[src/rtl/opwl_pkg.sv]
// opwl_pkg: shared widths, codes, register defaults and structs of the
// oil pressure warning lamp core; no dependencies
`default_nettype none

package opwl_pkg;

  // tick counters
  localparam int COUNT_BITS = 16;
  localparam int CFG_W      = 16;
  localparam int CMP_W      = (COUNT_BITS > CFG_W) ? COUNT_BITS : CFG_W;

  // configuration port
  localparam int CFG_IDX_W  = 3;

  localparam logic [CFG_IDX_W-1:0] REG_SLOW_PHASE_END = 3'd0;
  localparam logic [CFG_IDX_W-1:0] REG_FAST_PHASE_END = 3'd1;
  localparam logic [CFG_IDX_W-1:0] REG_SLOW_ON_TICKS  = 3'd2;
  localparam logic [CFG_IDX_W-1:0] REG_SLOW_OFF_TICKS = 3'd3;
  localparam logic [CFG_IDX_W-1:0] REG_FAST_ON_TICKS  = 3'd4;
  localparam logic [CFG_IDX_W-1:0] REG_FAST_OFF_TICKS = 3'd5;

  localparam logic [CFG_W-1:0] DEF_SLOW_PHASE_END = 16'd10000;
  localparam logic [CFG_W-1:0] DEF_FAST_PHASE_END = 16'd15000;
  localparam logic [CFG_W-1:0] DEF_SLOW_ON_TICKS  = 16'd100;
  localparam logic [CFG_W-1:0] DEF_SLOW_OFF_TICKS = 16'd900;
  localparam logic [CFG_W-1:0] DEF_FAST_ON_TICKS  = 16'd30;
  localparam logic [CFG_W-1:0] DEF_FAST_OFF_TICKS = 16'd270;

  // result mode codes
  localparam int MODE_W = 3;
  typedef logic [MODE_W-1:0] mode_t;

  localparam mode_t MODE_OK       = 3'd0;
  localparam mode_t MODE_SLOW     = 3'd1;
  localparam mode_t MODE_FAST     = 3'd2;
  localparam mode_t MODE_TIMEOUT  = 3'd3;
  localparam mode_t MODE_LOST     = 3'd4;

  typedef logic [COUNT_BITS-1:0] count_t;

  localparam count_t COUNT_MAX = '1;

  typedef struct packed {
    logic [CFG_W-1:0] slow_phase_end;
    logic [CFG_W-1:0] fast_phase_end;
    logic [CFG_W-1:0] slow_on_ticks;
    logic [CFG_W-1:0] slow_off_ticks;
    logic [CFG_W-1:0] fast_on_ticks;
    logic [CFG_W-1:0] fast_off_ticks;
  } opwl_cfg_t;

  typedef struct packed {
    count_t elapsed;
    count_t since_toggle;
    logic   blink_level;
    logic   seen_ok;
  } opwl_state_t;

endpackage

`default_nettype wire

[src/rtl/opwl_ifs.sv]
// opwl_ifs: valid/ready channel interfaces of the oil pressure warning lamp
// core (tick input, lamp result, register write); depends on opwl_pkg
`default_nettype none

interface opwl_in_if;
  logic valid;
  logic ready;
  logic pressure_ok;

  modport source (output valid, output pressure_ok, input ready);
  modport sink   (input valid, input pressure_ok, output ready);
endinterface

interface opwl_out_if import opwl_pkg::*; ();
  logic  valid;
  logic  ready;
  logic  lamp;
  mode_t mode;

  modport source (output valid, output lamp, output mode, input ready);
  modport sink   (input valid, input lamp, input mode, output ready);
endinterface

interface opwl_cfg_if import opwl_pkg::*; ();
  logic                 valid;
  logic                 ready;
  logic [CFG_IDX_W-1:0] reg_index;
  logic [CFG_W-1:0]     wdata;

  modport source (output valid, output reg_index, output wdata, input ready);
  modport sink   (input valid, input reg_index, input wdata, output ready);
endinterface

`default_nettype wire

[src/rtl/opwl_cfg_regs.sv]
// opwl_cfg_regs: the six timing registers behind the write channel
// depends on opwl_pkg and opwl_ifs
`default_nettype none

module opwl_cfg_regs import opwl_pkg::*; (
  input  wire logic  clk,
  input  wire logic  rst_n,
  opwl_cfg_if.sink   wr,
  output opwl_cfg_t  regs
);

  opwl_cfg_t regs_r;
  opwl_cfg_t regs_nxt;

  assign wr.ready = 1'b1;
  assign regs     = regs_r;

  always_comb begin
    regs_nxt = regs_r;
    if (wr.valid) begin
      unique case (wr.reg_index)
        REG_SLOW_PHASE_END: regs_nxt.slow_phase_end = wr.wdata;
        REG_FAST_PHASE_END: regs_nxt.fast_phase_end = wr.wdata;
        REG_SLOW_ON_TICKS:  regs_nxt.slow_on_ticks  = wr.wdata;
        REG_SLOW_OFF_TICKS: regs_nxt.slow_off_ticks = wr.wdata;
        REG_FAST_ON_TICKS:  regs_nxt.fast_on_ticks  = wr.wdata;
        REG_FAST_OFF_TICKS: regs_nxt.fast_off_ticks = wr.wdata;
        default:            regs_nxt = regs_r;
      endcase
    end
  end

  always_ff @(posedge clk) begin
    if (!rst_n) begin
      regs_r.slow_phase_end <= DEF_SLOW_PHASE_END;
      regs_r.fast_phase_end <= DEF_FAST_PHASE_END;
      regs_r.slow_on_ticks  <= DEF_SLOW_ON_TICKS;
      regs_r.slow_off_ticks <= DEF_SLOW_OFF_TICKS;
      regs_r.fast_on_ticks  <= DEF_FAST_ON_TICKS;
      regs_r.fast_off_ticks <= DEF_FAST_OFF_TICKS;
    end else begin
      regs_r <= regs_nxt;
    end
  end

endmodule

`default_nettype wire

[src/rtl/opwl_step.sv]
// opwl_step: lamp decision and next counter/latch state for one tick
// depends on opwl_pkg
`default_nettype none

module opwl_step import opwl_pkg::*; (
  input  wire logic  pressure_ok,
  input  opwl_state_t cur,
  input  opwl_cfg_t   regs,
  output opwl_state_t nxt,
  output logic        lamp,
  output mode_t       mode
);

  logic             in_slow;
  logic             in_fast;
  logic [CFG_W-1:0] on_t;
  logic [CFG_W-1:0] off_t;
  logic [CFG_W-1:0] interval;
  logic             toggle;
  logic             new_blink;

  assign in_slow  = CMP_W'(cur.elapsed) < CMP_W'(regs.slow_phase_end);
  assign in_fast  = CMP_W'(cur.elapsed) < CMP_W'(regs.fast_phase_end);
  assign on_t     = in_slow ? regs.slow_on_ticks  : regs.fast_on_ticks;
  assign off_t    = in_slow ? regs.slow_off_ticks : regs.fast_off_ticks;
  assign interval = cur.blink_level ? on_t : off_t;

  always_comb begin
    toggle    = 1'b0;
    new_blink = cur.blink_level;
    nxt.seen_ok = cur.seen_ok;
    priority if (pressure_ok) begin
      nxt.seen_ok = 1'b1;
      lamp        = 1'b0;
      mode        = MODE_OK;
    end else if (cur.seen_ok) begin
      lamp = 1'b1;
      mode = MODE_LOST;
    end else if (in_slow || in_fast) begin
      toggle    = CMP_W'(cur.since_toggle) >= CMP_W'(interval);
      new_blink = cur.blink_level ^ toggle;
      lamp      = new_blink;
      mode      = in_slow ? MODE_SLOW : MODE_FAST;
    end else begin
      lamp = 1'b1;
      mode = MODE_TIMEOUT;
    end
    nxt.blink_level = new_blink;

    // saturating counters
    if (toggle) begin
      nxt.since_toggle = count_t'(1);
    end else if (cur.since_toggle == COUNT_MAX) begin
      nxt.since_toggle = COUNT_MAX;
    end else begin
      nxt.since_toggle = cur.since_toggle + count_t'(1);
    end
    if (cur.elapsed == COUNT_MAX) begin
      nxt.elapsed = COUNT_MAX;
    end else begin
      nxt.elapsed = cur.elapsed + count_t'(1);
    end
  end

endmodule

`default_nettype wire

[src/rtl/oil_pressure_warning_lamp_core.sv]
// oil_pressure_warning_lamp_core: top level of the oil pressure warning lamp
// depends on opwl_pkg, opwl_ifs, opwl_cfg_regs and opwl_step
`default_nettype none

// Each input word is one millisecond tick with the pressure switch level and
// yields exactly one result word (lamp drive and mode). The block takes one
// tick per clock while the result side does not stall: a tick goes into an
// input register, then the lamp decision and the counter/latch update are made
// in one pass of compare and increment logic and land in the output register.
// Both stages hold while the result side stalls; input ready drops only
// when both registers are full. Register writes are always accepted and
// should only be made while no tick is in flight. Counters are 16 bits wide
// and saturate instead of wrapping.
module oil_pressure_warning_lamp_core import opwl_pkg::*; (
  input  wire logic    clk,
  input  wire logic    rst_n,
  opwl_in_if.sink      in_ch,
  opwl_out_if.source   out_ch,
  opwl_cfg_if.sink     cfg_ch
);

  opwl_cfg_t   regs;

  // input register
  logic        s1_valid_r;
  logic        s1_ok_r;

  // tick state
  opwl_state_t st_r;
  opwl_state_t st_nxt;

  // result register
  logic        out_valid_r;
  logic        out_lamp_r;
  mode_t       out_mode_r;

  logic        step_lamp;
  mode_t       step_mode;
  logic        res_free;
  logic        s1_fire;
  logic        in_fire;

  opwl_cfg_regs u_cfg (
    .clk   (clk),
    .rst_n (rst_n),
    .wr    (cfg_ch),
    .regs  (regs)
  );

  opwl_step u_step (
    .pressure_ok (s1_ok_r),
    .cur         (st_r),
    .regs        (regs),
    .nxt         (st_nxt),
    .lamp        (step_lamp),
    .mode        (step_mode)
  );

  // result slot is free if empty or being taken this cycle
  assign res_free     = !out_valid_r || out_ch.ready;
  assign s1_fire      = s1_valid_r && res_free;
  assign in_ch.ready  = !s1_valid_r || res_free;
  assign in_fire      = in_ch.valid && in_ch.ready;

  assign out_ch.valid = out_valid_r;
  assign out_ch.lamp  = out_lamp_r;
  assign out_ch.mode  = out_mode_r;

  // control
  always_ff @(posedge clk) begin
    if (!rst_n) begin
      s1_valid_r       <= 1'b0;
      out_valid_r      <= 1'b0;
      st_r.elapsed     <= '0;
      st_r.since_toggle <= '0;
      st_r.blink_level <= 1'b0;
      st_r.seen_ok     <= 1'b0;
    end else begin
      if (in_fire) begin
        s1_valid_r <= 1'b1;
      end else if (s1_fire) begin
        s1_valid_r <= 1'b0;
      end
      if (s1_fire) begin
        out_valid_r <= 1'b1;
        st_r        <= st_nxt;
      end else if (out_ch.ready) begin
        out_valid_r <= 1'b0;
      end
    end
  end

  // payload
  always_ff @(posedge clk) begin
    if (in_fire) begin
      s1_ok_r <= in_ch.pressure_ok;
    end
    if (s1_fire) begin
      out_lamp_r <= step_lamp;
      out_mode_r <= step_mode;
    end
  end

`ifndef SYNTHESIS
  // once pressure was seen the latch never clears
  a_seen_sticky: assert property (@(posedge clk) disable iff (!rst_n)
    st_r.seen_ok |=> st_r.seen_ok)
    else $error("seen_ok latch cleared");

  // a blink or timeout result can only exist before the latch is set
  a_blink_before_latch: assert property (@(posedge clk) disable iff (!rst_n)
    out_valid_r && (out_mode_r == MODE_SLOW || out_mode_r == MODE_FAST ||
                    out_mode_r == MODE_TIMEOUT) |-> !st_r.seen_ok)
    else $error("blink result with latch set");

  // pressure ok result always has the lamp dark, lost and timeout have it lit
  a_lamp_mode: assert property (@(posedge clk) disable iff (!rst_n)
    out_valid_r |-> ((out_mode_r == MODE_OK) ? !out_lamp_r :
                     ((out_mode_r == MODE_LOST || out_mode_r == MODE_TIMEOUT)
                      ? out_lamp_r : 1'b1)))
    else $error("lamp level does not match mode");

  // elapsed count advances by one per processed tick until it saturates
  a_elapsed_step: assert property (@(posedge clk) disable iff (!rst_n)
    s1_fire && (st_r.elapsed != COUNT_MAX) |=>
      st_r.elapsed == $past(st_r.elapsed) + count_t'(1))
    else $error("elapsed count did not advance");

  // state only moves when a tick is processed
  a_state_hold: assert property (@(posedge clk) disable iff (!rst_n)
    !s1_fire |=> $stable(st_r))
    else $error("state changed without a tick");
`endif

endmodule

`default_nettype wire
[src/flat_wrapper.sv]
// flat-port wrapper written by rule: the top's interface ports become plain ports
module oil_pressure_warning_lamp_core_flat import opwl_pkg::*;
  (clk, rst_n, in_ch_valid, in_ch_pressure_ok, in_ch_ready, out_ch_valid, out_ch_lamp, out_ch_mode, out_ch_ready, cfg_ch_valid, cfg_ch_reg_index, cfg_ch_wdata, cfg_ch_ready);
  opwl_in_if in_ch_i ();
  opwl_out_if out_ch_i ();
  opwl_cfg_if cfg_ch_i ();
  input  wire logic clk;
  input  wire logic rst_n;
  input wire logic [$bits(in_ch_i.valid)-1:0] in_ch_valid;
  input wire logic [$bits(in_ch_i.pressure_ok)-1:0] in_ch_pressure_ok;
  output wire logic [$bits(in_ch_i.ready)-1:0] in_ch_ready;
  output wire logic [$bits(out_ch_i.valid)-1:0] out_ch_valid;
  output wire logic [$bits(out_ch_i.lamp)-1:0] out_ch_lamp;
  output wire logic [$bits(out_ch_i.mode)-1:0] out_ch_mode;
  input wire logic [$bits(out_ch_i.ready)-1:0] out_ch_ready;
  input wire logic [$bits(cfg_ch_i.valid)-1:0] cfg_ch_valid;
  input wire logic [$bits(cfg_ch_i.reg_index)-1:0] cfg_ch_reg_index;
  input wire logic [$bits(cfg_ch_i.wdata)-1:0] cfg_ch_wdata;
  output wire logic [$bits(cfg_ch_i.ready)-1:0] cfg_ch_ready;
  assign in_ch_i.valid = in_ch_valid;
  assign in_ch_i.pressure_ok = in_ch_pressure_ok;
  assign in_ch_ready = in_ch_i.ready;
  assign out_ch_valid = out_ch_i.valid;
  assign out_ch_lamp = out_ch_i.lamp;
  assign out_ch_mode = out_ch_i.mode;
  assign out_ch_i.ready = out_ch_ready;
  assign cfg_ch_i.valid = cfg_ch_valid;
  assign cfg_ch_i.reg_index = cfg_ch_reg_index;
  assign cfg_ch_i.wdata = cfg_ch_wdata;
  assign cfg_ch_ready = cfg_ch_i.ready;
  oil_pressure_warning_lamp_core u_core (.clk(clk), .rst_n(rst_n), .in_ch(in_ch_i), .out_ch(out_ch_i), .cfg_ch(cfg_ch_i));
endmodule
[config.mk]
export PLATFORM = sky130hd
export DESIGN_NAME = oil_pressure_warning_lamp_core_flat
export DESIGN_NICKNAME = d
export VERILOG_FILES = /design/src/rtl/opwl_pkg.sv /design/src/rtl/opwl_ifs.sv /design/src/rtl/opwl_cfg_regs.sv /design/src/rtl/opwl_step.sv /design/src/rtl/oil_pressure_warning_lamp_core.sv /design/src/flat_wrapper.sv
export SDC_FILE = /design/constraint.sdc
export NUM_CORES = 1
export LEC_CHECK = 0
export BUFFER_PORTS_ARGS = -buffer_cell sky130_fd_sc_hd__buf_2
export CORE_MARGIN = 4
export CORE_UTILIZATION = 40
export CTS_CLUSTER_DIAMETER = 200
export DETAILED_ROUTE_END_ITERATION = 6
export SETUP_SLACK_MARGIN = 0.05
export SYNTH_ARGS = -nofsm -noshare
export SYNTH_HDL_FRONTEND = slang
export SYNTH_HIERARCHICAL = 1
export SYNTH_SLANG_ARGS = --single-unit
export TNS_END_PERCENT = 1
[constraint.sdc]
create_clock -name clk -period 10 [get_ports clk]
set_input_delay 1.5 -clock clk [delete_from_list [all_inputs] [get_ports clk]]
set_output_delay 1.5 -clock clk [all_outputs]
set_load 0.03 [all_outputs]
; ---- Word level (Yosys, flattened, before mapping)
; Index checks and enable logic that the tools add are counted.
[op_classes]
bitwise = 3
order_cmp = 3
n_reduce_logical = 19
shifts = 0
n_eq_ne = 7
n_addsub = 2
div_mod_pow = 0
mux = 18
n_mul = 0
[ops]
columns = operator, n
row1 = 2-to-1 mux 16 bit, 6
row2 = "adder 16 x 1 -> 16 bit, second input constant", 2
row3 = "equality test 16 bit, second input constant", 2
row4 = < comparator 16 bit, 2
row5 = >= comparator 16 bit, 1
row6 = AND reduction 2 bit, 7
row7 = 2-to-1 mux 1 bit, 9
row8 = "equality test 3 x 2 -> 1 bit, second input constant", 2
row9 = "equality test 3 bit, second input constant", 2
row10 = 2-to-1 mux 2 bit, 2
row11 = AND reduction 4 bit, 1
row12 = nonzero test 2 bit, 2
row13 = "equality test 3 x 1 -> 1 bit, second input constant", 1
row14 = zero test 3 bit, 1
row15 = logical OR 1 bit, 3
row16 = 2-to-1 mux 3 bit, 1
row17 = logical AND 1 bit, 2
row18 = zero test 1 bit, 2
row19 = NOT 1 bit, 2
row20 = OR reduction 2 bit, 1
row21 = XOR 1 bit, 1
[totals]
ramBits = 0
mem_bits_ro = 0
output_inout_bits = 7
latch_bits = 0
ff_bits = 137
mem_count = 0

; ---- Depth between registers and ports, before layout
; Gate-level depths: netlist (run 1).
[depth]
depth_word = 8
ltp_mapped = 20

; ---- Modules after synthesis
; Netlist (run 1), hierarchy kept.
[modules_own_cells]
columns = module, area_per_inst_um2, n_inst, cells_per_inst
row1 = opwl_cfg_regs, 3662.3, 1, 351
row2 = opwl_step, 2298.5, 1, 305
row3 = oil_pressure_warning_lamp_core, 1594.0, 1, 162

; ---- Worst setup path after synthesis (run 1)
; No wires, ideal clock.
[synth_timing]
kind = reg2reg
startpoint = register u_core/st_r[24] in the netlist's numbering
endpoint = register u_core/st_r[15] in the netlist's numbering
t_arrival_ns = 4.046
slack_ns = 5.834
stages_incl_launch_ff = 20
required_time_ns = 9.880
path_cell_list = dfxtp_1 -> ha_1 -> and3_1 -> o21ai_0 -> o311ai_1 -> a2111o_1 -> buf_6 -> buf_2 -> mux4_2 -> inv_1 -> ha_1 -> nand4_1 -> or4_1 -> nor4_1 -> nor3_1 -> a211oi_4 -> buf_2 -> a21oi_1 -> nand2_1 -> mux2i_1
[synth_lines]
columns = item, line
row1 = start: declaration, oil_pressure_warning_lamp_core.sv:29  ; opwl_state_t st_r;
row2 = start signal: assignment, oil_pressure_warning_lamp_core.sv:86  ; st_r <= st_nxt;

; ---- Worst setup path in the final report (run 1)
[layout_timing]
startpoint = register u_core/st_r[24] in the netlist's numbering
endpoint = register u_core/st_r[1] in the netlist's numbering
[layout_via]
elab_chain_len = 5
word_cells_on_any_way = 9
[layout_lines]
columns = item, line
row1 = < comparator 16 bit, opwl_step.sv:22  ; assign in_slow = CMP_W'(cur.elapsed) < CMP_W'(regs.slow_phase_end);
row2 = 2-to-1 mux 16 bit (on tied branches), "opwl_step.sv:25, opwl_step.sv:24"
row3 = 2-to-1 mux 16 bit, opwl_step.sv:26  ; assign interval = cur.blink_level ? on_t : off_t;
row4 = >= comparator 16 bit, opwl_step.sv:40  ; toggle = CMP_W'(cur.since_toggle) >= CMP_W'(interval);
row5 = XOR 1 bit, opwl_step.sv:41  ; new_blink = cur.blink_level ^ toggle;
; Parallel ways exist; a longest one is shown, timed or not.
; A chain may end at the register's enable or synchronous reset.

==> qor.yml, run 1 <==
final_layout:
  area_delta_synth_final_pct: 10.68
  finalNonFillerCells: 1068
  antennaDiodeCount: 0
  drive_above_1_share_pct: 10.97
  fill_cells: 1787
  fin_nets: 900
timing:
  worst_slew_pin_slew_ns: 1.143
  finalMaxSlewViolations: 0
  hold_viol_final: 0
  setup_viol: 0
  slew_headroom_pct: 23.80
  holdWs_ns: 0.4566
  layout_setup_ws_ns: 5.013
  rsz0062_at_grt: "false"
  tns_ns: 0
  period_share_pct: 49.87
  max_freq_ghz: 0.2005
  timing.final.crit_period_ns: 4.987
  skew_ns: 0.004689
yosys:
  synth_top_area_share_pct: 34.98
  synth_edf_count: 5
  syn_inst: 818
  syn_avg_cell_area_sq_um: 9.236
  synth_nets: 891
  synth_most_common_cell: "nand2_1"
  netlist_area_sq_um: 7555
  synth_top_area_cell: "dfxtp_1"
  yosysWarnings: 6
  synth.distinct_cells: 53
  synth_flop_cell: "dfxtp_1"
  synth_commonest_cells: "nand2_1 (179), dfxtp_1 (132), mux2i_1 (131), inv_1 (52), ha_1 (48)"
  ys_seq_elements: 137
  async_reset_ff_share_pct: 0
  seq_area_frac_synth_pct: 36.97
  ys_top_cells_by_area: "dfxtp_1 (35%), mux2i_1 (17%), nand2_1 (8.9%), ha_1 (7.9%), mux4_2 (4.8%)"
power:
  switchingPower_uw: 274.0
  p_clk_share_pct: 47.3
  internal_power_uw: 945.0
  p_leak_nw: 3.680
  vdd_drop_max_mv: 0.1215
  power_frac_comb_pct: 6.2
  seq_power_share_pct: 46.5
  p_sw_share_pct: 22.48
  powerDensity_nw_per_um2: 145.8
worst_setup_path:
  r2r_cells: 17
  max_stage_delay_ns: 0.71
  critical_path_required_ns: 10.34
  worst_setup_path_start_kind: "register"
  crit_type: "register to register"
  r2r-start: "u_core/st_r[24]"
  critPathSlowestCell: "a211oi_4"
  crit_chain: "ha_1 -> and3_1 -> o21ai_0 -> o311ai_1 -> a2111o_1 -> buf_4 -> mux4_2 -> inv_1 -> ha_1 -> nand4_1 -> or4_1 -> nor4_1 -> nor3_1 -> a211oi_4 -> xor2_1 -> nand2_1 -> mux2i_1"
  cp.depth: 17
  cp-endpoint: "u_core/st_r[1]"
  cpMostUsedCell: "ha_1"
  reg2reg_to: "u_core/st_r[1]"
  crit_family: "compound AO/OA/AOI/OAI gates"
  cp_num_buf_inv: 2
  crit_path_max_fanout: 20
  setup.worst_path.end_class: "register"
  crit_start: "u_core/st_r[24]"
  cp.arrival_ns: 5.33
  reg2reg_slack_ns: 5.01
global_route:
  grt_max_degree: 93
  grt_pass1_vias: 5258
  grt_pass1_wl_mm: 26.90
  gr-total-overflow: 0
  grt_antenna_before_repair: 0
  grt_usage_pct: 15.50
worst_hold_path:
  hp-class: "register to register"
placement:
  routabilityCongestion: 0.7781
  pre_cts_ws_ns: 5.040
  dp_cells: 1037
  portBuffers: 30
  hpwlAfterDp_mm: 10.94
floorplanning:
  io_pins: 32
  coreArea_sq_um: 18270
  num_rows: 49
  fp.dieW_microns: 145.4
  dieHeight_microns: 145.4
  die-area_sq_um: 21150
  floorplan.initialDensity_pct: 41.35
clock_tree:
  clk_pin_slew_ns: 0.06
  cts_num_sinks: 137
  post-cts-setup-buffer-count: 0
  cts_resized: 0
  ctsHtreeMaxLevel: 4
  cts_hold_buffers: 0
  root_buffer: "clkbuf_16"
  cts_max_path_buffers: 2
  clk_latency_ns: 0.42
  numCtsBuffers: 17
  cts_tree: "done"
routing:
  ant_nets: 0
  drt-initial-drc-count: 273
  routedWlPerCell_microns: 14.91
  wirelength_mm: 15.93
  drc: 0
  vias_per_cell: 5.105
  drtPass1Iterations: 4
  vias: 5452
outcome:
  outcome: "completed"
flow_run:
  cap_viol_max_count: 0
placed cells by master (no fill, tap or decap), drive strengths merged, types with 4 or more instances in the layout:
cell and count:
a21o 4, a21oi 29, a31oi 4, and3 4, and4 5, buf 39
clkbuf 24, clkinv 5, dfxtp 132, edfxtp 5, ha 48, inv 52
mux2i 131, mux4 16, nand2 179, nand2b 4, nand3 14, nand4 10
nor2 14, nor2b 48, nor3 5, o21a 4, o21ai 10, or3 5
xnor2 10, xor2 11
power groups by stage:
stage | Clock [mW] | Combinational [mW] | Sequential, mW
2_1_floorplan | 0 | 0.0557 | 0.579
3_3_place_gp | 0 | 0.0755 | 0.579
3_5_place_dp | 0 | 0.0762 | 0.579
4_1_cts | 0.596 | 0.0763 | 0.567
5_1_grt | 0.621 | 0.0837 | 0.568
6_report | 0.577 | 0.0752 | 0.567
flip-flops by register name (all words and copies together), names as in the netlist:
name                 cells
u_core/out_ch.lamp       1
u_core/s1_ok_r           1
u_core/out_ch.valid      1
u_core/out_ch.mode       3
u_core/s1_valid_r        1
u_core/u_cfg/regs       96
u_core/st_r             34
logic make-up (layout without fill, tap and decap cells):
family | count (synthesis) | in the layout | share of synthesized area (%)
buffers and inverters | 101 | 122 | 6.194
muxes | 148 | 148 | 22.28
xor gates and xnor gates | 21 | 21 | 2.434
adders and majority gates | 48 | 48 | 7.950
AOI/OAI and AO/OA | 60 | 60 | 5.018
DFF | 137 | 137 | 36.97
and+or+nand+nor | 302 | 302 | 19.11
other | 1 | 1 | 0.04964
area by class of cell:
cell class                 instances  area, sq um  share of cell area [%]
tap                              229        286.5                   3.427
timing repair buffer              39        220.2                   2.634
clock inverter                     7        40.04                  0.4788
sequential                       137         2793                   33.40
inverter                          52        195.2                   2.334
clock buffer                      24        513.0                   6.135
multi-input combinational        580         4314                   51.59
metal layers:
layer | track usage, % | vias to the layer above | wire length (microns)
li1 | - | 2805 | -
met1 | 21.53 | 2555 | 8187
met2 | 23.74 | 73 | 7014
met3 | 3.332 | 19 | 467
met4 | 5.745 | 0 | 261
met5 | 0 | - | 0
through the flow:
stage / cell area, sq um / power, mW / utilization (%)
floorplan: 7555 / 0.6344 / -
global placement: 7809 / 0.6544 / 42.74
detailed placement: 7809 / 0.6551 / 42.74
CTS: 8362 / 1.239 / 45.77
global route: 8362 / 1.273 / 45.77
finish: 8362 / 1.219 / 45.77
worst register-to-register path: stages, from the launching register on:
cell,delay (ns)
dfxtp_1,0.49
ha_1,0.32
and3_1,0.17
o21ai_0,0.18
o311ai_1,0.14
a2111o_1,0.43
buf_4,0.25
mux4_2,0.39
inv_1,0.05
ha_1,0.29
nand4_1,0.16
or4_1,0.56
nor4_1,0.25
nor3_1,0.15
a211oi_4,0.71
xor2_1,0.20
nand2_1,0.06
mux2i_1,0.14
worst min path at each step:
stage | start | slack [ns] | endpoint | cells past startpoint
6_report | u_core/u_cfg/regs[61] | 0.46 | u_core/u_cfg/regs[61] | 2
5_1_grt | u_core/u_cfg/regs[15] | 0.47 | u_core/u_cfg/regs[15] | 2
4_1_cts | u_core/u_cfg/regs[61] | 0.46 | u_core/u_cfg/regs[61] | 2
3_5_place_dp | u_core/u_cfg/regs[61] | 0.45 | u_core/u_cfg/regs[61] | 2
3_3_place_gp | u_core/u_cfg/regs[61] | 0.44 | u_core/u_cfg/regs[61] | 2
2_1_floorplan | u_core/u_cfg/regs[48] | 0.43 | u_core/u_cfg/regs[48] | 2
No activity file was read; power rests on OpenSTA's default activity.
==> inputs of run 2 (changes only) <==
- ABC_AREA: default -> 1
- clock period: 10 -> 4.1 ns (I/O delays scaled with it)
==> run 2 against run 1 <==
Net effect:
- clock skew increased by 0.0071 ns
- core utilization shrank 0.78 points
- sequential cell count stayed put
- wire length rose by 44%
- total power grew to 2.9 times the previous value
- critical path type unchanged
- critical path depth grew 7
- clock-buffer cell count shrank 2
- setup slack got worse by 4.5 ns
==> qor.yml, run 2 <==
global_route:
  grt_max_degree: 66  # -29%
  grt_usage_pct: 19.92  # +4.4 points
  grt_pass1_vias: 7053  # +34%
  grt_pass1_wl_mm: 37.43  # +39%
  grt_antenna_before_repair: 0  # unchanged
  gr-total-overflow: 0  # unchanged
floorplanning:
  fp.dieW_microns: 151.9  # +4.5%
  dieHeight_microns: 151.9  # +4.5%
  coreArea_sq_um: 20300  # +11%
  num_rows: 52  # +6.1%
  die-area_sq_um: 23080  # +9.1%
  floorplan.initialDensity_pct: 40.82  # -0.53 points
  io_pins: 32  # unchanged
final_layout:
  fill_cells: 2193  # +23%
  final_common_cell: "nand2_1"
  fin_nets: 1373  # +53%
  layout_common_cells: "nand2_1 (332), nand3_1 (210), nor2_1 (200), inv_1 (146), dfxtp_1 (131)"
  antennaDiodeCount: 0  # unchanged
  drive_above_1_share_pct: 8.911  # -2.1 points
  area_delta_synth_final_pct: 10.21
  largest_reg_flops: 96  # unchanged
  finish.instance_area_sq_um: 9133  # +9.2%
clock_tree:
  numCtsBuffers: 17  # unchanged
  cts_tree: "done"
  cts_max_path_buffers: 2  # unchanged
  clk_pin_slew_ns: 0.06  # about the same
  cts_hold_buffers: 0  # unchanged
  root_buffer: "clkbuf_16"
  clk_latency_ns: 0.42  # about the same
  cts_num_sinks: 137  # unchanged
  ctsHtreeMaxLevel: 4  # unchanged
yosys:
  async_reset_ff_share_pct: 0  # unchanged
  yosys.area_share.adder_pct: 7.247  # -0.70 points
  synth-xor-area-share_pct: 0.8455  # -1.6 points
  synth_edf_count: 5  # unchanged
  synth_mux_area_share_pct: 0  # -22 points
  seq_area_frac_synth_pct: 33.70  # -3.3 points
  synth_most_common_cell: "nand2_1"
  synth_top_area_cell: "dfxtp_1"
  netlist_area_sq_um: 8287  # +9.7%
  synth_nets: 1371  # +54%
  synth_top_area_share_pct: 31.89  # -3.1 points
  ys_top_cells_by_area: "dfxtp_1 (32%), nand2_1 (15%), nand3_1 (13%), nor2_1 (9.1%), ha_1 (7.2%)"
  yosysWarnings: 6  # unchanged
  ys_seq_elements: 137  # unchanged
  synth.distinct_cells: 37  # -30%
  synth_top_family_by_area: "simple AND/OR/NAND/NOR gates"
  syn_inst: 1298  # +59%
  synth_compound_area_share_pct: 5.466  # +0.45 points
  synth-simple-area-share_pct: 41.16  # +22 points
  syn_avg_cell_area_sq_um: 6.384  # -31%
  synth_commonest_cells: "nand2_1 (332), nand3_1 (210), nor2_1 (200), inv_1 (146), dfxtp_1 (132)"
  synth_flop_cell: "dfxtp_1"
worst_setup_path:
  worst_setup_path_start_kind: "register"
  crit_chain: "ha_1 -> a21oi_1 -> o21ai_1 -> a21oi_4 -> buf_6 -> nand3_1 -> nand3_1 -> nand2_1 -> ha_1 -> nand2_1 -> nand2_1 -> nand2_1 -> nand2_1 -> nor2_1 -> nand2_1 -> nand2_1 -> nand2_1 -> nand3_4 -> nand2_1 -> inv_1 -> inv_1 -> nand3_1 -> nand2_1 -> nor2_1"
  cp.arrival_ns: 3.92  # -1.41 ns
  critical_path_required_ns: 4.45  # -5.89 ns
  critPathSlowestCell: "dfxtp_1"
  r2r_cells: 24  # +7
  reg2reg_slack_ns: 0.53  # -4.48 ns
  crit_start: "u_core/st_r[27]"
  cpMostUsedCell: "nand2_1"
  reg2reg_to: "u_core/st_r[3]"
  max_stage_delay_ns: 0.49  # -0.22 ns
  r2r-start: "u_core/st_r[27]"
  crit_path_max_fanout: 33  # +65%
  cp_num_buf_inv: 3  # +1
  setup.worst_path.end_class: "register"
  crit_type: "register to register"
  crit_family: "simple AND/OR/NAND/NOR gates"
routing:
  drtPass1Iterations: 5  # +1
  vias: 7949  # +46%
  vias_per_cell: 5.021  # -1.6%
  drc: 0  # unchanged
  drt-initial-drc-count: 587  # +120%
  wirelength_mm: 22.94  # +44%
  routedWlPerCell_microns: 14.49  # -2.8%
  ant_nets: 0  # unchanged
timing:
  skew_ns: 0.01183  # +0.007137 ns
  slew_headroom_pct: 43.28  # +19 points
  tns_ns: 0  # unchanged
  worst_slew_pin_slew_ns: 0.8499  # -0.2931 ns
  layout_setup_ws_ns: 0.5338  # -4.479 ns
  max_freq_ghz: 0.2804  # +40%
  finalMaxSlewViolations: 0  # unchanged
  rsz0062_at_grt: "false"
  period_share_pct: 86.98  # +37 points
  setup_viol: 0  # unchanged
  timing.final.crit_period_ns: 3.566  # -1.421 ns
  hold_viol_final: 0  # unchanged
  holdWs_ns: 0.3747  # -0.08193 ns
worst_hold_path:
  min_from: "in_ch_pressure_ok"
  hp-class: "primary input to register"
  holdPathEnd: "u_core/s1_ok_r"
  holdPathStages: 1  # -1
power:
  power.total_mw: 3.539  # +190%
  switchingPower_mw: 1.093  # +300%
  power_frac_comb_pct: 17.3  # +11 points
  powerDensity_nw_per_um2: 387.5  # +170%
  p_sw_share_pct: 30.88  # +8.4 points
  internal_power_mw: 2.446  # +160%
  p_leak_nw: 4.403  # +20%
  p_clk_share_pct: 41.4  # -5.9 points
  vdd_drop_max_mv: 0.2742  # +130%
  seq_power_share_pct: 41.3  # -5.2 points
outcome:
  outcome: "completed"
placement:
  routabilityCongestion: 0.8231  # +5.8%
  pre_cts_ws_ns: 0.4357  # -4.605 ns
  portBuffers: 30  # unchanged
  hpwlAfterDp_mm: 15.30  # +40%
  placed_area_sq_um: 8567  # +9.7%
flow_run:
  cap_viol_max_count: 0  # unchanged
-- run 2: cell type report --
class                      count  area [sq um]  area share [%]
timing repair buffer          48         295.3           3.233
multi-input combinational    935          4543           49.75
clock buffer                  22         475.5           5.206
tap                          270         337.8           3.699
clock inverter                10         82.58          0.9042
sequential                   137          2794           30.59
inverter                     161         604.3           6.617
-- run 2: logic make-up (layout without fill, tap and decap cells) --
| kind of cell | Yosys count | in the layout |
|---|---|---|
| fa+ha+maj | 48 | 48 |
| simple gates | 791 | 791 |
| xor+xnor | 8 | 8 |
| flops | 137 | 137 |
| other cells | 1 | 1 |
| compound gates | 87 | 87 |
| buf+inv | 226 | 241 |
-- run 2: worst max path at each step --
stage | endpoint | slack (ns) | cells past startpoint
finish | u_core/st_r[3] | 0.53 | 24
global route | u_core/st_r[13] | 0.08 | 24
CTS | u_core/st_r[3] | 0.42 | 22
detailed placement | u_core/st_r[12] | 0.44 | 22
global placement | u_core/st_r[8] | 0.44 | 24
floorplan | u_core/st_r[1] | 0.99 | 24
-- run 2: what timing repair did --
action | in CTS | in global routing
gates resized for setup | 0 | 2
endpoints found under the setup margin | 0 | 15
buffers inserted | 0 | 0
-- run 2: power by group through the flow --
| stage | registers (mW) | clock network (mW) | logic, mW |
|---|---|---|---|
| floorplan | 1.48 | 0 | 0.462 |
| detailed placement | 1.49 | 0 | 0.607 |
| global placement | 1.49 | 0 | 0.598 |
| global route | 1.47 | 1.57 | 0.704 |
| finish | 1.46 | 1.47 | 0.612 |
| CTS | 1.46 | 1.49 | 0.609 |
-- run 2: routing by layer --
layer  wire length [microns]  vias to the layer above  part of all wire (%)  track usage [%]
met5                       0                        -                     0                0
met4                     337                        0                   1.5            5.608
met3                    1042                       17                   4.5            3.470
met2                    9856                      177                    43            29.93
li1                        -                     4102                     -                -
met1                   11710                     3653                    51            29.34
-- run 2: through the flow --
| stage | utilization [%] | cells |
|---|---|---|
| 5_1_grt | 44.99 | 1583 |
| 3_3_place_gp | 42.20 | 1551 |
| 4_1_cts | 44.95 | 1583 |
| 6_report | 44.99 | 1583 |
| 3_5_place_dp | 42.20 | 1551 |
| 2_1_floorplan | - | 1298 |
==> inputs of run 3 (changes only) <==
- CORE_UTILIZATION: 40 -> 55
- PLACE_DENSITY: default -> 0.75
- clock period: 4.1 -> 2.9 ns (I/O delays scaled with it)
==> run 3 against run 2 <==
Net effect:
- the flow now finishes with violations (setup timing)
- via count up 3.2%
- setup slack got worse by 0.86 ns
- highest routed layer unchanged
- sequential share of layout area decreased by 1.6 points
- final cell count shrank 3.7%
- cell area grew 6.5%
- sequential cell count unchanged
- sequential power rose by 41%
- non-clock buffer count grew 26
- global-route usage increased by 7.9 points
- core utilization grew 21 points
- largest power group is now registers
==> qor.yml, run 3 (same netlist as run 2, synthesis figures left out) <==
clock_tree:
  cts_num_sinks: 137  # unchanged
  numCtsBuffers: 17  # unchanged
  cts_max_path_buffers: 2  # unchanged
  clk_latency_ns: 0.43  # about the same
  ctsHtreeMaxLevel: 4  # unchanged
  root_buffer: "clkbuf_16"
  cts_tree: "done"
  clk_pin_slew_ns: 0.06  # about the same
final_layout:
  largest_reg_flops: 96  # unchanged
  layout_common_cells: "nand2_1 (310), nand3_1 (201), nor2_1 (199), inv_1 (142), dfxtp_1 (118)"
  antennaDiodeCount: 0  # unchanged
  final_common_cell: "nand2_1"
  fill_cells: 1291  # -41%
  fin_nets: 1400  # +2.0%
  area_delta_synth_final_pct: 17.36
  regArea_sq_um: 2815  # +0.76%
  multi_input_area_sq_um: 4950  # +9.0%
  drive_above_1_share_pct: 16.34  # +7.4 points
  finalNonFillerCells: 1524  # -3.7%
worst_setup_path:
  reg2reg_slack_ns: -0.33  # -0.86 ns
  critical_path_required_ns: 3.21  # -1.24 ns
  r2r-start: "u_core/u_cfg/regs[95]"
  r2r_cells: 24  # unchanged
  reg2reg_to: "u_core/st_r[3]"
  crit_type: "register to register"
  crit_path_max_fanout: 18  # -45%
  cp.arrival_ns: 3.54  # -0.38 ns
  worst_setup_path_start_kind: "register"
  setup.worst_path.end_class: "register"
routing:
  drtPass1Iterations: 5  # unchanged
  vias_per_cell: 5.382  # +7.2%
  drt-initial-drc-count: 827  # +41%
  vias: 8202  # +3.2%
  routedWlPerCell_microns: 15.21  # +5.0%
  ant_nets: 0  # unchanged
  wirelength_mm: 23.19  # +1.1%
  drc: 0  # unchanged
timing:
  tns_ns: -4.437  # -4.437 ns
  finalMaxSlewViolations: 0  # unchanged
  skew_ns: 0.01220  # +0.0003700 ns
  max_freq_ghz: 0.3097  # +10%
  period_share_pct: 111.3  # +24 points
  slew_headroom_pct: 43.27  # about the same
  hold_viol_final: 0  # unchanged
  setup_viol: 18  # +18
  rsz0062_at_grt: "true"
  layout_setup_ws_ns: -0.3286  # -0.8623 ns
  worst_slew_pin_slew_ns: 0.8500  # +0.0001388 ns
  timing.final.crit_period_ns: 3.229  # -0.3377 ns
floorplanning:
  num_rows: 44  # -15%
  dieHeight_microns: 130.7  # -14%
  die-area_sq_um: 17090  # -26%
  fp.dieW_microns: 130.7  # -14%
  io_pins: 32  # unchanged
  floorplan.initialDensity_pct: 56.59  # +16 points
  coreArea_sq_um: 14640  # -28%
worst_hold_path:
  holdPathEnd: "u_core/s1_ok_r"
  holdPathStages: 1  # unchanged
  min_from: "in_ch_pressure_ok"
  hp-class: "primary input to register"
placement:
  portBuffers: 30  # unchanged
  dp_cells: 1484  # -4.3%
  hpwlAfterDp_mm: 15.45  # +0.95%
  routabilityCongestion: 0.8565  # +4.1%
global_route:
  grt_pass1_wl_mm: 37.46  # about the same
  grt_usage_pct: 27.81  # +7.9 points
  grt_max_degree: 70  # +6.1%
  grt_pass1_vias: 7452  # +5.7%
  grt_antenna_before_repair: 0  # unchanged
  gr-total-overflow: 0  # unchanged
power:
  p_leak_nw: 4.653  # +5.7%
  vdd_drop_max_mv: 0.4643  # +69%
  powerDensity_nw_per_um2: 527.7  # +36%
outcome:
  violations: "setup timing"
  outcome: "finished with violations"
flow_run:
  cap_viol_max_count: 0  # unchanged
[run 3: cell type report]
class,count,share of cell area (%)
repair buffers,74,6.047
well taps,184,2.367
multi-input cells,936,50.89
inverters,161,6.227
flip-flops and latches,137,28.95
clock inverters,10,0.7462
clock buffers,22,4.773
[run 3: per-layer routing]
metal  GRT usage [%]  vias to the layer above  share of wire [%]
met4           11.19                        0                2.3
met2           43.53                      286                 45
met3           4.472                       34                6.7
li1                -                     4162                  -
met1           38.45                     3720                 46
met5               0                        -                  0
[run 3: worst max-delay path by stage]
stage,endpoint,startpoint,slack (ns)
finish,u_core/st_r[3],u_core/u_cfg/regs[95],-0.33
global placement,u_core/st_r[16],u_core/u_cfg/regs[95],-0.28
floorplan,u_core/st_r[1],u_core/st_r[23],0.02
CTS,u_core/st_r[3],u_core/u_cfg/regs[95],-0.28
global route,u_core/st_r[1],u_core/u_cfg/regs[83],-0.51
detailed placement,u_core/st_r[3],u_core/u_cfg/regs[95],-0.36
[run 3: per-stage QoR]
stage               area (sq um)  util (%)  hold slack (ns)  total power [mW]  setup WS (ns)
floorplan                   8479         -           0.4292             2.788        0.01533
finish                      9726     66.41           0.1940             5.132        -0.3286
global placement            8771     59.89           0.4430             2.998        -0.2834
detailed placement          8771     59.89           0.4458             3.019        -0.3581
CTS                         9653     65.92           0.1675             5.111        -0.2791
global route                9726     66.41           0.1832             5.362        -0.5143
[run 3: report_power, final]
group / switching [mW] / internal [mW]
Sequential: 0.0813 / 1.98
Combinational: 0.673 / 0.428
Clock: 0.831 / 1.14
[run 3: what timing repair did]
action,in CTS,in global routing
resized for setup,58,18
cloned,4,0
pin swaps,33,15
buffers inserted,5,1
hold buffers,0,0
endpoints found under the setup margin,18,18
[run 3: worst max-delay path: stages (launching register included)]
cell and delay (ns):
dfxtp_2 0.33, inv_2 0.04, ha_4 0.23, a21oi_1 0.23
o21ai_2 0.12, a21oi_4 0.16, buf_12 0.15, buf_12 0.15
nand3_1 0.10, nand3_2 0.09, nand2_2 0.08, ha_4 0.28
nand4_1 0.12, nor2_1 0.13, nand2_1 0.08, clkinv_2 0.06
nand2_4 0.07, nand2_8 0.09, nand3_4 0.13, nand2_1 0.13
inv_1 0.05, inv_1 0.04, nand3_1 0.07, nand2_1 0.13
nor2_2 0.05
